==> config.mk <==
export PLATFORM = sky130hd
export DESIGN_NAME = page_region_protection_table
export DESIGN_NICKNAME = d
export VERILOG_FILES = /design/src/design/prpt_pkg.sv /design/src/design/page_region_protection_table.sv
export SDC_FILE = /design/constraint.sdc
export NUM_CORES = 2
export LEC_CHECK = 0
export BUFFER_PORTS_ARGS = -buffer_cell sky130_fd_sc_hd__buf_2
export CELL_PAD_IN_SITES_DETAIL_PLACEMENT = 1
export CELL_PAD_IN_SITES_GLOBAL_PLACEMENT = 2
export CORE_MARGIN = 5
export CORE_UTILIZATION = 35
export CTS_CLUSTER_DIAMETER = 50
export DETAILED_ROUTE_END_ITERATION = 8
export PLACE_DENSITY = 0.62
export SLEW_MARGIN = 0
export SYNTH_ARGS = -nofsm -noshare
export SYNTH_HDL_FRONTEND = slang
export SYNTH_SLANG_ARGS = --single-unit
==> constraint.sdc <==
create_clock -name clock -period 9.8 [get_ports clock]
set_input_delay 1.96 -clock clock [delete_from_list [all_inputs] [get_ports clock]]
set_output_delay 1.96 -clock clock [all_outputs]
set_load 0.02 [all_outputs]
==> src/design/prpt_pkg.sv <==
// ----------------------------------------------------------------------------
// prpt_pkg: shared types and codes for the page region protection table
// Transaction payloads, operation and status codes, sequencer states.
// ----------------------------------------------------------------------------
package prpt_pkg;

   typedef struct packed {
      logic [1:0]  mode;
      logic [47:0] address;
      logic [47:0] size;
      logic [2:0]  perms;
      logic [2:0]  max_perms;
      logic        private_copy;
   } req_type;

   typedef struct packed {
      logic [2:0] status;
      logic [4:0] entries_used;
   } rsp_type;

   localparam logic [1:0] MODE_MAP     = 2'd0;
   localparam logic [1:0] MODE_CHECK   = 2'd1;
   localparam logic [1:0] MODE_PROTECT = 2'd2;
   localparam logic [1:0] MODE_DEALLOC = 2'd3;

   localparam logic [2:0] ST_OK       = 3'd0;
   localparam logic [2:0] ST_INVALID  = 3'd1;
   localparam logic [2:0] ST_OVERLAP  = 3'd2;
   localparam logic [2:0] ST_UNMAPPED = 3'd3;
   localparam logic [2:0] ST_DENIED   = 3'd4;
   localparam logic [2:0] ST_FULL     = 3'd5;

   typedef enum logic [2:0] {
      S_IDLE,
      S_PRE,
      S_RD,
      S_EV,
      S_FREE,
      S_MAPWR,
      S_DONE
   } state_type;

   typedef enum logic [1:0] {
      PH_OVL,
      PH_WALK,
      PH_CNT,
      PH_APPLY
   } phase_type;

endpackage

==> src/design/page_region_protection_table.sv <==
// ----------------------------------------------------------------------------
// page_region_protection_table
// Region table with map, access check, protect and deallocate operations.
// ----------------------------------------------------------------------------
// Each entry visit is a memory read then an evaluate; a pass visits every
//   entry. Map: one pass and a write; deallocate: count and apply passes plus
//   a free-slot search per split piece; check/protect add a pass per region met.
// Throughput: one transaction at a time; req_ready is high only when idle.
// Reset: synchronous, clears valid bits, fill count, sequencer, response valid.
// ----------------------------------------------------------------------------
module page_region_protection_table #(
   parameter int REGIONS   = 16,
   parameter int ADDR_BITS = 48,
   parameter int PAGE_BITS = 12
) (
   input  logic              clock,
   input  logic              reset,
   input  logic              req_valid,
   output logic              req_ready,
   input  prpt_pkg::req_type req_data,
   output logic              rsp_valid,
   input  logic              rsp_ready,
   output prpt_pkg::rsp_type rsp_data
);
   import prpt_pkg::*;

   // byte width covers a 48-bit address plus a 48-bit size without wrap
   localparam int CW = ((ADDR_BITS > 48) ? ADDR_BITS : 48) + 2;
   localparam int PW = ADDR_BITS - PAGE_BITS;     // page numbers incl. end page
   localparam int IW = $clog2(REGIONS);
   localparam int UW = $clog2(REGIONS + 1);
   localparam int TW = $clog2(3 * REGIONS + 1);
   localparam logic [CW-1:0] AMAX  = (CW'(1) << ADDR_BITS) - CW'(1);
   localparam logic [CW-1:0] PMASK = (CW'(1) << PAGE_BITS) - CW'(1);
   localparam logic [IW-1:0] LAST  = IW'(REGIONS - 1);

   // end page is stored rather than page count
   typedef struct packed {
      logic [PW-1:0] base;
      logic [PW-1:0] lim;
      logic [2:0]    perms;
      logic [2:0]    maxp;
   } region_type;

   region_type mem [REGIONS];
   region_type rd_q;

   state_type state_ff, state_in;
   phase_type phase_ff, phase_in;
   req_type   op_ff, op_in;
   logic [PW-1:0] sp_ff, sp_in, ep_ff, ep_in;
   logic [CW-1:0] cur_ff, cur_in, tgt_ff, tgt_in;
   logic [IW-1:0] idx_ff, idx_in, fidx_ff, fidx_in, j_ff, j_in;
   logic          ffound_ff, ffound_in;
   logic [TW-1:0] total_ff, total_in;
   region_type    pl_ff, pl_in, pr_ff, pr_in;
   logic          plv_ff, plv_in, prv_ff, prv_in;
   logic [2:0]    status_ff, status_in;
   logic [UW-1:0] used_ff, used_in;
   logic [REGIONS-1:0] valid_ff, valid_in;
   rsp_type       rsp_ff, rsp_in;
   logic          rsp_valid_ff, rsp_valid_in;

   logic          we;
   logic [IW-1:0] waddr;
   region_type    wdata;

   // ---------------- argument checks on the latched transaction -----------
   logic [CW-1:0] a_c, s_c, sum_c, sumr_c;
   logic          ovf_c, mis_c, pbad_c, rbad_c;
   logic [PW-1:0] sp_c, epm_c, epr_c;

   always_comb begin
      a_c    = CW'(op_ff.address);
      s_c    = CW'(op_ff.size);
      sum_c  = a_c + s_c;
      sumr_c = sum_c + PMASK;
      ovf_c  = (s_c > AMAX) || (sum_c > AMAX);
      mis_c  = ((a_c & PMASK) != '0) || ((s_c & PMASK) != '0);
      pbad_c = (op_ff.max_perms & op_ff.perms) != op_ff.perms;
      rbad_c = sum_c > (AMAX - PMASK);
      sp_c   = PW'(a_c >> PAGE_BITS);
      epm_c  = PW'(sum_c >> PAGE_BITS);
      epr_c  = PW'(sumr_c >> PAGE_BITS);
   end

   // ---------------- evaluation of the entry just read --------------------
   logic          v_e, hit_e, cover_e, perm_ok_e, lft_e, rgt_e, last_e;
   logic [CW-1:0] sb_e, eb_e;
   logic [2:0]    have_e;

   always_comb begin
      v_e       = valid_ff[idx_ff];
      last_e    = idx_ff == LAST;
      hit_e     = v_e && (rd_q.base < ep_ff) && (sp_ff < rd_q.lim);
      sb_e      = CW'(rd_q.base) << PAGE_BITS;
      eb_e      = CW'(rd_q.lim) << PAGE_BITS;
      cover_e   = v_e && (sb_e <= cur_ff) && (cur_ff < eb_e);
      have_e    = (op_ff.mode == MODE_CHECK) ? rd_q.perms : rd_q.maxp;
      perm_ok_e = ((op_ff.mode == MODE_PROTECT) && op_ff.private_copy) ||
                  ((have_e & op_ff.perms) == op_ff.perms);
      lft_e     = rd_q.base < sp_ff;
      rgt_e     = ep_ff < rd_q.lim;
   end

   // ---------------- next state --------------------------------------------
   always_comb begin
      state_in     = state_ff;
      phase_in     = phase_ff;
      op_in        = op_ff;
      sp_in        = sp_ff;
      ep_in        = ep_ff;
      cur_in       = cur_ff;
      tgt_in       = tgt_ff;
      idx_in       = idx_ff;
      fidx_in      = fidx_ff;
      j_in         = j_ff;
      ffound_in    = ffound_ff;
      total_in     = total_ff;
      pl_in        = pl_ff;
      pr_in        = pr_ff;
      plv_in       = plv_ff;
      prv_in       = prv_ff;
      status_in    = status_ff;
      used_in      = used_ff;
      valid_in     = valid_ff;
      rsp_in       = rsp_ff;
      rsp_valid_in = rsp_valid_ff && !rsp_ready;

      case (state_ff)
         S_IDLE: begin
            if (req_valid) begin
               op_in    = req_data;
               state_in = S_PRE;
            end
         end
         S_PRE: begin
            idx_in    = '0;
            ffound_in = 1'b0;
            sp_in     = sp_c;
            state_in  = S_RD;
            case (op_ff.mode)
               MODE_MAP: begin
                  ep_in    = epm_c;
                  phase_in = PH_OVL;
                  if ((s_c == '0) || mis_c || ovf_c || pbad_c) begin
                     status_in = ST_INVALID;
                     state_in  = S_DONE;
                  end
               end
               MODE_CHECK: begin
                  cur_in   = a_c;
                  tgt_in   = sum_c;
                  phase_in = PH_WALK;
                  if (s_c == '0) begin
                     status_in = ST_OK;
                     state_in  = S_DONE;
                  end
               end
               default: begin
                  ep_in    = epr_c;
                  cur_in   = CW'(sp_c) << PAGE_BITS;
                  tgt_in   = CW'(epr_c) << PAGE_BITS;
                  total_in = TW'(used_ff);
                  phase_in = (op_ff.mode == MODE_PROTECT) ? PH_WALK : PH_CNT;
                  if (s_c == '0) begin
                     status_in = ST_OK;
                     state_in  = S_DONE;
                  end else if (ovf_c || rbad_c) begin
                     status_in = ST_INVALID;
                     state_in  = S_DONE;
                  end
               end
            endcase
         end
         S_RD: begin
            state_in = S_EV;
         end
         S_EV: begin
            state_in = S_RD;
            idx_in   = idx_ff + IW'(1);
            case (phase_ff)
               PH_OVL: begin
                  if (hit_e) begin
                     status_in = ST_OVERLAP;
                     state_in  = S_DONE;
                  end else begin
                     if (!v_e && !ffound_ff) begin
                        fidx_in   = idx_ff;
                        ffound_in = 1'b1;
                     end
                     if (last_e) begin
                        if (ffound_ff || !v_e) begin
                           state_in = S_MAPWR;
                        end else begin
                           status_in = ST_FULL;
                           state_in  = S_DONE;
                        end
                     end
                  end
               end
               PH_WALK: begin
                  if (cover_e) begin
                     idx_in = '0;
                     cur_in = eb_e;
                     if (!perm_ok_e) begin
                        status_in = ST_DENIED;
                        state_in  = S_DONE;
                     end else if (eb_e >= tgt_ff) begin
                        if (op_ff.mode == MODE_CHECK) begin
                           status_in = ST_OK;
                           state_in  = S_DONE;
                        end else begin
                           phase_in = PH_CNT;
                           total_in = TW'(used_ff);
                        end
                     end
                  end else if (last_e) begin
                     status_in = ST_UNMAPPED;
                     state_in  = S_DONE;
                  end
               end
               PH_CNT: begin
                  if (hit_e) begin
                     if (op_ff.mode == MODE_PROTECT) begin
                        total_in = total_ff + TW'(lft_e) + TW'(rgt_e);
                     end else if (lft_e && rgt_e) begin
                        total_in = total_ff + TW'(1);
                     end else if (!lft_e && !rgt_e) begin
                        total_in = total_ff - TW'(1);
                     end
                  end
                  if (last_e) begin
                     idx_in = '0;
                     if (total_in > TW'(REGIONS)) begin
                        status_in = ST_FULL;
                        state_in  = S_DONE;
                     end else begin
                        phase_in = PH_APPLY;
                     end
                  end
               end
               default: begin
                  if (hit_e) begin
                     pl_in = '{base: rd_q.base, lim: sp_ff, perms: rd_q.perms,
                               maxp: rd_q.maxp};
                     pr_in = '{base: ep_ff, lim: rd_q.lim, perms: rd_q.perms,
                               maxp: rd_q.maxp};
                     if (op_ff.mode == MODE_PROTECT) begin
                        plv_in = lft_e;
                        prv_in = rgt_e;
                     end else begin
                        plv_in = 1'b0;
                        prv_in = lft_e && rgt_e;
                        if (!lft_e && !rgt_e) begin
                           valid_in[idx_ff] = 1'b0;
                           used_in          = used_ff - UW'(1);
                        end
                     end
                     if (plv_in || prv_in) begin
                        j_in     = '0;
                        idx_in   = idx_ff;
                        state_in = S_FREE;
                     end
                  end
                  if (state_in == S_RD && last_e) begin
                     status_in = ST_OK;
                     state_in  = S_DONE;
                  end
               end
            endcase
         end
         S_FREE: begin
            j_in = j_ff + IW'(1);
            if (!valid_ff[j_ff]) begin
               valid_in[j_ff] = 1'b1;
               used_in        = used_ff + UW'(1);
               if (plv_ff) begin
                  plv_in = 1'b0;
               end else begin
                  prv_in = 1'b0;
               end
               if (!(plv_ff && prv_ff)) begin
                  idx_in   = idx_ff + IW'(1);
                  state_in = S_RD;
                  if (idx_ff == LAST) begin
                     status_in = ST_OK;
                     state_in  = S_DONE;
                  end
               end
            end
         end
         S_MAPWR: begin
            valid_in[fidx_ff] = 1'b1;
            used_in           = used_ff + UW'(1);
            status_in         = ST_OK;
            state_in          = S_DONE;
         end
         S_DONE: begin
            if (!rsp_valid_ff || rsp_ready) begin
               rsp_in       = '{status: status_ff, entries_used: 5'(used_ff)};
               rsp_valid_in = 1'b1;
               state_in     = S_IDLE;
            end
         end
         default: begin
            state_in = S_IDLE;
         end
      endcase
   end

   // ---------------- outputs and table write port ---------------------------
   always_comb begin
      req_ready = state_ff == S_IDLE;
      rsp_valid = rsp_valid_ff;
      rsp_data  = rsp_ff;
      we        = 1'b0;
      waddr     = idx_ff;
      wdata     = rd_q;
      case (state_ff)
         S_EV: begin
            if (phase_ff == PH_APPLY && hit_e) begin
               we = 1'b1;
               if (op_ff.mode == MODE_PROTECT) begin
                  wdata.base  = lft_e ? sp_ff : rd_q.base;
                  wdata.lim   = rgt_e ? ep_ff : rd_q.lim;
                  wdata.perms = op_ff.perms;
                  wdata.maxp  = op_ff.private_copy ? op_ff.perms : rd_q.maxp;
               end else if (lft_e) begin
                  wdata.lim = sp_ff;
               end else if (rgt_e) begin
                  wdata.base = ep_ff;
               end
            end
         end
         S_FREE: begin
            we    = !valid_ff[j_ff];
            waddr = j_ff;
            wdata = plv_ff ? pl_ff : pr_ff;
         end
         S_MAPWR: begin
            we    = 1'b1;
            waddr = fidx_ff;
            wdata = '{base: sp_ff, lim: ep_ff, perms: op_ff.perms,
                      maxp: op_ff.max_perms};
         end
         default: begin
            we = 1'b0;
         end
      endcase
   end

   // region table memory, one write and one registered read per cycle
   always_ff @(posedge clock) begin
      if (we) begin
         mem[waddr] <= wdata;
      end
      rd_q <= mem[idx_ff];
   end

   always_ff @(posedge clock) begin
      if (reset) begin
         state_ff     <= S_IDLE;
         phase_ff     <= PH_OVL;
         used_ff      <= '0;
         valid_ff     <= '0;
         rsp_valid_ff <= 1'b0;
      end else begin
         state_ff     <= state_in;
         phase_ff     <= phase_in;
         used_ff      <= used_in;
         valid_ff     <= valid_in;
         rsp_valid_ff <= rsp_valid_in;
      end
   end

   always_ff @(posedge clock) begin
      op_ff     <= op_in;
      sp_ff     <= sp_in;
      ep_ff     <= ep_in;
      cur_ff    <= cur_in;
      tgt_ff    <= tgt_in;
      idx_ff    <= idx_in;
      fidx_ff   <= fidx_in;
      j_ff      <= j_in;
      ffound_ff <= ffound_in;
      total_ff  <= total_in;
      pl_ff     <= pl_in;
      pr_ff     <= pr_in;
      plv_ff    <= plv_in;
      prv_ff    <= prv_in;
      status_ff <= status_in;
      rsp_ff    <= rsp_in;
   end

endmodule
=== Word level (Yosys, flattened, before mapping) ===
Memories as Yosys holds them, arrays and structs flattened. A register that Yosys moved wholly into a read port is not among the register bits.
Index checks and enable logic that the tools add are counted.

* Bits in writable memories: 1248
* Word-level logic and storage cells: 330
* Input port bits: 109
* Memories: 1
* Output and inout port bits: 10
* Flip-flop bits (word level): 486

* Equality and inequality tests: 51
* Bitwise logic cells: 10
* Multiplexer cells: 150
* Reductions and logical operators: 61
* Add/sub/neg operators: 10
* Magnitude comparators: 16

{| class="wikitable"
|+ Memory list
! memory !! depth !! bits a word !! read ports !! clocked after memory_dff !! write ports !! RTL line !! RTL
|-
| mem || 16 || 78 || 1 || 1 || 1 || page_region_protection_table.sv:45 || <nowiki>region_type mem [REGIONS];</nowiki>
|}

{| class="wikitable"
|+ Operator list
! kind !! number
|-
| $pmux W50 S2 || 3
|-
| $pmux W78 S3 || 1
|-
| $mux W36 || 5
|-
| $mux W78 || 2
|-
| $lt A36 B36 Y1 || 4
|-
| $mux W3 || 42
|-
| $mux W50 || 2
|-
| $reduce_bool A50 Y1 || 2
|-
| $gt A49 B48 Y1 const B || 2
|-
| $mux W16 || 5
|-
| $mux W6 || 12
|-
| $mux W72 || 1
|-
| $pmux W36 S2 || 1
|-
| $ge A48 B50 Y1 || 1
|-
| $le A48 B50 Y1 || 1
|-
| $logic_not A50 Y1 || 1
|-
| $lt A50 B48 Y1 || 1
|-
| $add A48 B48 Y49 || 1
|-
| $add A48 B12 Y48 const B || 1
|-
| $pmux W16 S3 || 1
|-
| $mux W4 || 9
|-
| $ne A2 B2 Y1 const B || 16
|-
| $or A16 B16 Y16 || 2
|-
| $mux W1 || 28
|-
| other kinds (61) || 154
|}

=== Logic depth before layout (Yosys ltp) ===
* Depth after elaboration: 17
* Mapped depth: 19
* Mapped depth without buffers: 19

=== Worst setup path after synthesis ===
No wires, ideal clock.

* Path kind: reg-to-reg
* Start point: register sp_ff[33]
* End point: register j_ff[0], enable pin
* Slack: 0.061 ns
* Stages on the path, launching flop included: 12
* Data arrival time: 9.424 ns
* Buffers on the path: 1
* Period minus slack after synthesis: 9.739 ns
* Path through: edfxtp_1 > ha_1 > a211oi_1 > nor2_1 > a2111oi_0 > o211ai_1 > nor4_1 > and2_1 > buf_2 > nand2_1 > nor2_1 > o22a_1

* Word-level cells in the longest chain between the ends: 9

{| class="wikitable"
|+ RTL lines
! item !! RTL line !! RTL
|-
| start: declaration || page_region_protection_table.sv:51 || <nowiki>logic [PW-1:0] sp_ff, sp_in, ep_ff, ep_in;</nowiki>
|-
| start signal: assignment || page_region_protection_table.sv:379 || <nowiki>sp_ff <= sp_in;</nowiki>
|-
| $lt A36 B36 Y1 || page_region_protection_table.sv:102 || <nowiki>lft_e = rd_q.base < sp_ff;</nowiki>
|-
| $logic_and A1 B1 Y1 || page_region_protection_table.sv:254 || <nowiki>prv_in = lft_e && rgt_e;</nowiki>
|-
| $mux W1 || page_region_protection_table.sv:249 || <nowiki>if (op_ff.mode == MODE_PROTECT) begin</nowiki>
|-
| $mux W1 || page_region_protection_table.sv:244 || <nowiki>if (hit_e) begin</nowiki>
|-
| $mux W1 || page_region_protection_table.sv:182 || <nowiki>case (phase_ff)</nowiki>
|-
| $mux W1 || page_region_protection_table.sv:130 || <nowiki>case (state_ff)</nowiki>
|-
| $logic_or A1 B1 Y1 || page_region_protection_table.sv:260 || <nowiki>if (plv_in || prv_in) begin</nowiki>
|-
| $ne A2 B2 Y1 (no line) || - ||
|-
| $reduce_and A4 Y1 (no line) (*) || - ||
|-
| end signal: assignment || page_region_protection_table.sv:385 || <nowiki>j_ff <= j_in;</nowiki>
|-
| end: declaration || page_region_protection_table.sv:53 || <nowiki>logic [IW-1:0] idx_ff, idx_in, fidx_ff, fidx_in, j_ff, j_in;</nowiki>
|}

Every way passes the cells marked *; elsewhere a longest branch is shown, timed or not. The select of a mux whose other input is x is not followed.
A chain may end at the register's enable or synchronous reset.

==> flow_summary.yaml <==
run_status:
  status: "complete, no violations"
worst_setup_path:
  startpoint_type: "register"
  cp-end-kind: "register"
  required_ps: 10280
  cp_max_fo: 27
  path_cells: "inv_1, ha_1, a211oi_1, o21ai_0, a221oi_1, nor3_1, nor4_1, and2_1, nand2_1, buf_4, nor2_1, nand2_2, o221ai_1"
  cpMaxStageDelayCell: "o221ai_1"
  cp_data_arrival_time_ps: 7310
  path_class: "reg -> reg"
  cpPeakStageDelay_ps: 1270
sta:
  tightest_slew_ps: 1380
  setup_viol: 0
  finalWorstPathRequiredPeriod_ps: 6830
  drv_slew: 0
  setup_tns_ps: 0
  timing.slew.headroom_pct: 7.47
  hold_ws_ps: 423
  rsz0062_at_grt: "false"
  final-hold-violation-count: 0
  clock_skew_ps: 99.9
  max_freq_mhz: 146
  fin_crit_sh_pct: 69.7
power:
  power_density_nw_per_um2: 304
  p_leak_nw: 31.6
  ir_drop_uv: 192
logic_synthesis:
  syn-cell-area_um2: 81100
  ys_seq_area_share_pct: 65.7
  synth-seq-cells: 1809
  synth_top_area_share_pct: 63.1
  synth_area_leaders: "edfxtp_1 (63%), mux4_2 (11%), ha_1 (4.9%), dfxtp_1 (2.6%), o21ai_0 (1.5%)"
  synth_area_per_cell_um2: 15.7
  synth_cell_types: 101
  async_flop_share_pct: 0
  synth-edff-count: 1704
  yosys_most_used_dff: "edfxtp_1"
  syn-instance-count: 5163
  syn_nets: 5593
  yosys.area.top_type: "edfxtp_1"
  yosysWarnings: 0
finish:
  fin_nets: 5773
  syn_to_final_growth_pct: 14.6
  layout-drive-gt1-share_pct: 19.0
  fin_util_pct: 40.4
  postLayoutCellArea_um2: 93000
clocking:
  cts_root_buffer: "clkbuf_16"
  ctsResizeCount: 0
  cts_tree: "yes"
  cts_sinks: 1809
  clockBufferDepth: 3
  numCtsBuffers: 213
  ctsHoldBuffers: 0
  cts_setup_buffers: 0
  clock_latency_ps: 910
  htreeDepth: 4
  clkSlewWorstSetupHoldPaths_ps: 60
global_routing:
  grt_pass1_vias: 50500
  grt-ovfl-total: 0
  grt_pass1_wl_um: 368000
  grt_util_all_layers_pct: 20.7
  antenna_found_initial: 14
  grt_max_degree: 148
detailed_routing:
  vias: 48300
  routedWlPerCell_um: 29.7
  finalWirelength_um: 254000
  drtIter0Drc: 4072
  drt_first_pass_iters: 5
  remaining_drc_errors: 0
  postRouteAntennaNets: 0
  avgViaCountPerCell: 5.64
place:
  post_dp_cell_area_um2: 85800
  dp_hpwl_um: 161000
  port_buffers: 118
  gp_congestion: 0.836
floorplanning:
  row_count: 176
  io_pins: 119
  dieWidth_um: 491
  dieArea_um2: 241000
  start_util_pct: 35.2
  chipHeight_um: 491
  core_area_um2: 230000
run:
  max_cap_viol_count: 0
worst_hold_path:
  hp-class: "reg -> reg"
==> report_power, final <==
group	total (mW)	switching (mW)	internal, mW
Sequential	11.3	0.959	10.3
Clock	7.97	3.43	4.53
Combinational	9.04	5.91	3.12
Total	28.3	10.3	18.0
==> final cells by class <==
cell class	count	area (um2)
diodes	5	12.5
clock buffers	269	5710
clock inverters	134	1480
fillers	22800	137000
inverters	237	890
multi-input cells	2871	26300
flip-flops and latches	1809	53300
well taps	3026	3790
repair buffers	211	1550
==> worst paths after layout <==
check	depth (start not counted)	slack, ps	to	start
worst min-delay path	0	420	rsp_data[6]$_DFFE_PP_	status_ff[1]$_DFFE_PP_
worst max register to register	13	2970	mem[11][41]$_DFFE_PP_	ep_ff[2]$_DFFE_PP_
worst max-delay path	13	2970	mem[11][41]$_DFFE_PP_	ep_ff[2]$_DFFE_PP_
worst min register to register	0	420	rsp_data[6]$_DFFE_PP_	status_ff[1]$_DFFE_PP_
==> placed cells by master, fill, tap and decap left out, drive strengths merged, types with 43 or more instances in the layout <==
master  instances
a211oi         67
xnor2          69
o221ai         43
buf           211
nand4          75
clkinv         84
edfxtp       1704
nand2         299
mux2i          98
o22ai          43
a21o           55
nor2          298
ha            318
nor3           57
clkbuf        269
a21oi         244
inv           266
dfxtp         105
xor2           47
mux4          399
o21ai         262
==> metrics by stage <==
step           instances  setup slack (ps)  power [mW]
6_report            8562              2970        28.3
4_1_cts             8557              2850        28.5
2_1_floorplan       5163              60.6        16.6
3_5_place_dp        8154              2930        20.4
5_1_grt             8558              2560        29.7
3_3_place_gp        8154              3040        20.3
==> state kept, by name, indices dropped and copies added, names as in the netlist, 3 cells and up <==
| signal | flops |
|---|---|
| fidx_ff | 4 |
| rd_q | 42 |
| ep_ff | 36 |
| sp_ff | 36 |
| total_ff | 6 |
| a_c | 48 |
| used_ff | 5 |
| tgt_ff | 49 |
| rsp_data | 8 |
| pr_ff | 78 |
| status_ff | 3 |
| mem | 1248 |
| j_ff | 4 |
| cur_ff | 48 |
| pl_ff | 72 |
| state_ff | 3 |
| valid_ff | 16 |
| op_ff | 57 |
| eb_e | 36 |
| idx_ff | 4 |
==> cells in the mapped netlist, types with 7 or more instances <==
master and count:
and4_1 14, a21o_1 55, buf_2 15, buf_1 51
o21bai_1 13, inv_1 234, xor2_1 46, a221o_1 22
o211ai_1 18, o22ai_1 43, or2_2 7, o2111ai_1 7
edfxtp_1 1704, clkbuf_1 173, nor2_1 295, mux2i_1 98
nor3_1 57, a221oi_1 13, o21ai_0 244, a22oi_1 25
a2bb2oi_1 8, and2_1 23, dfxtp_1 105, o221ai_1 43
a31oi_1 19, ha_1 318, nand2b_1 17, a21oi_1 243
a211oi_1 65, nor3b_1 8, or3_1 12, o31ai_1 12
nand2_1 295, nand3_1 37, o21a_1 20, xnor2_1 65
or4_1 13, nor2b_1 36, and3_1 33, o21ai_1 15
nor4_1 39, nand4_1 75, mux4_2 399
==> critical path: cells and delay by family, from the launching register on <==
kind / cells / cell delay, ps
simple gates: 6 / 2980
fa+ha+maj: 1 / 300
flops: 1 / 470
buf+inv: 2 / 350
compound gates: 4 / 2260
==> metal layers <==
layer | GRT usage (%) | share of wire, %
met1 | 31.0 | 47
met2 | 32.6 | 46
met3 | 2.76 | 4.9
met4 | 4.07 | 1.7
met5 | 0 | 0.0035
==> cells by family after synthesis <==
kind of cell    after synthesis  share of synthesized area (%)
compound gates              943                           7.52
xor+xnor                    116                           1.30
fa+ha+maj                   321                           4.98
buf+inv                     483                           2.30
flops                      1809                           65.7
mux                         498                           12.3
simple gates                993                           5.92
No activity file was read; power rests on OpenSTA's default activity.
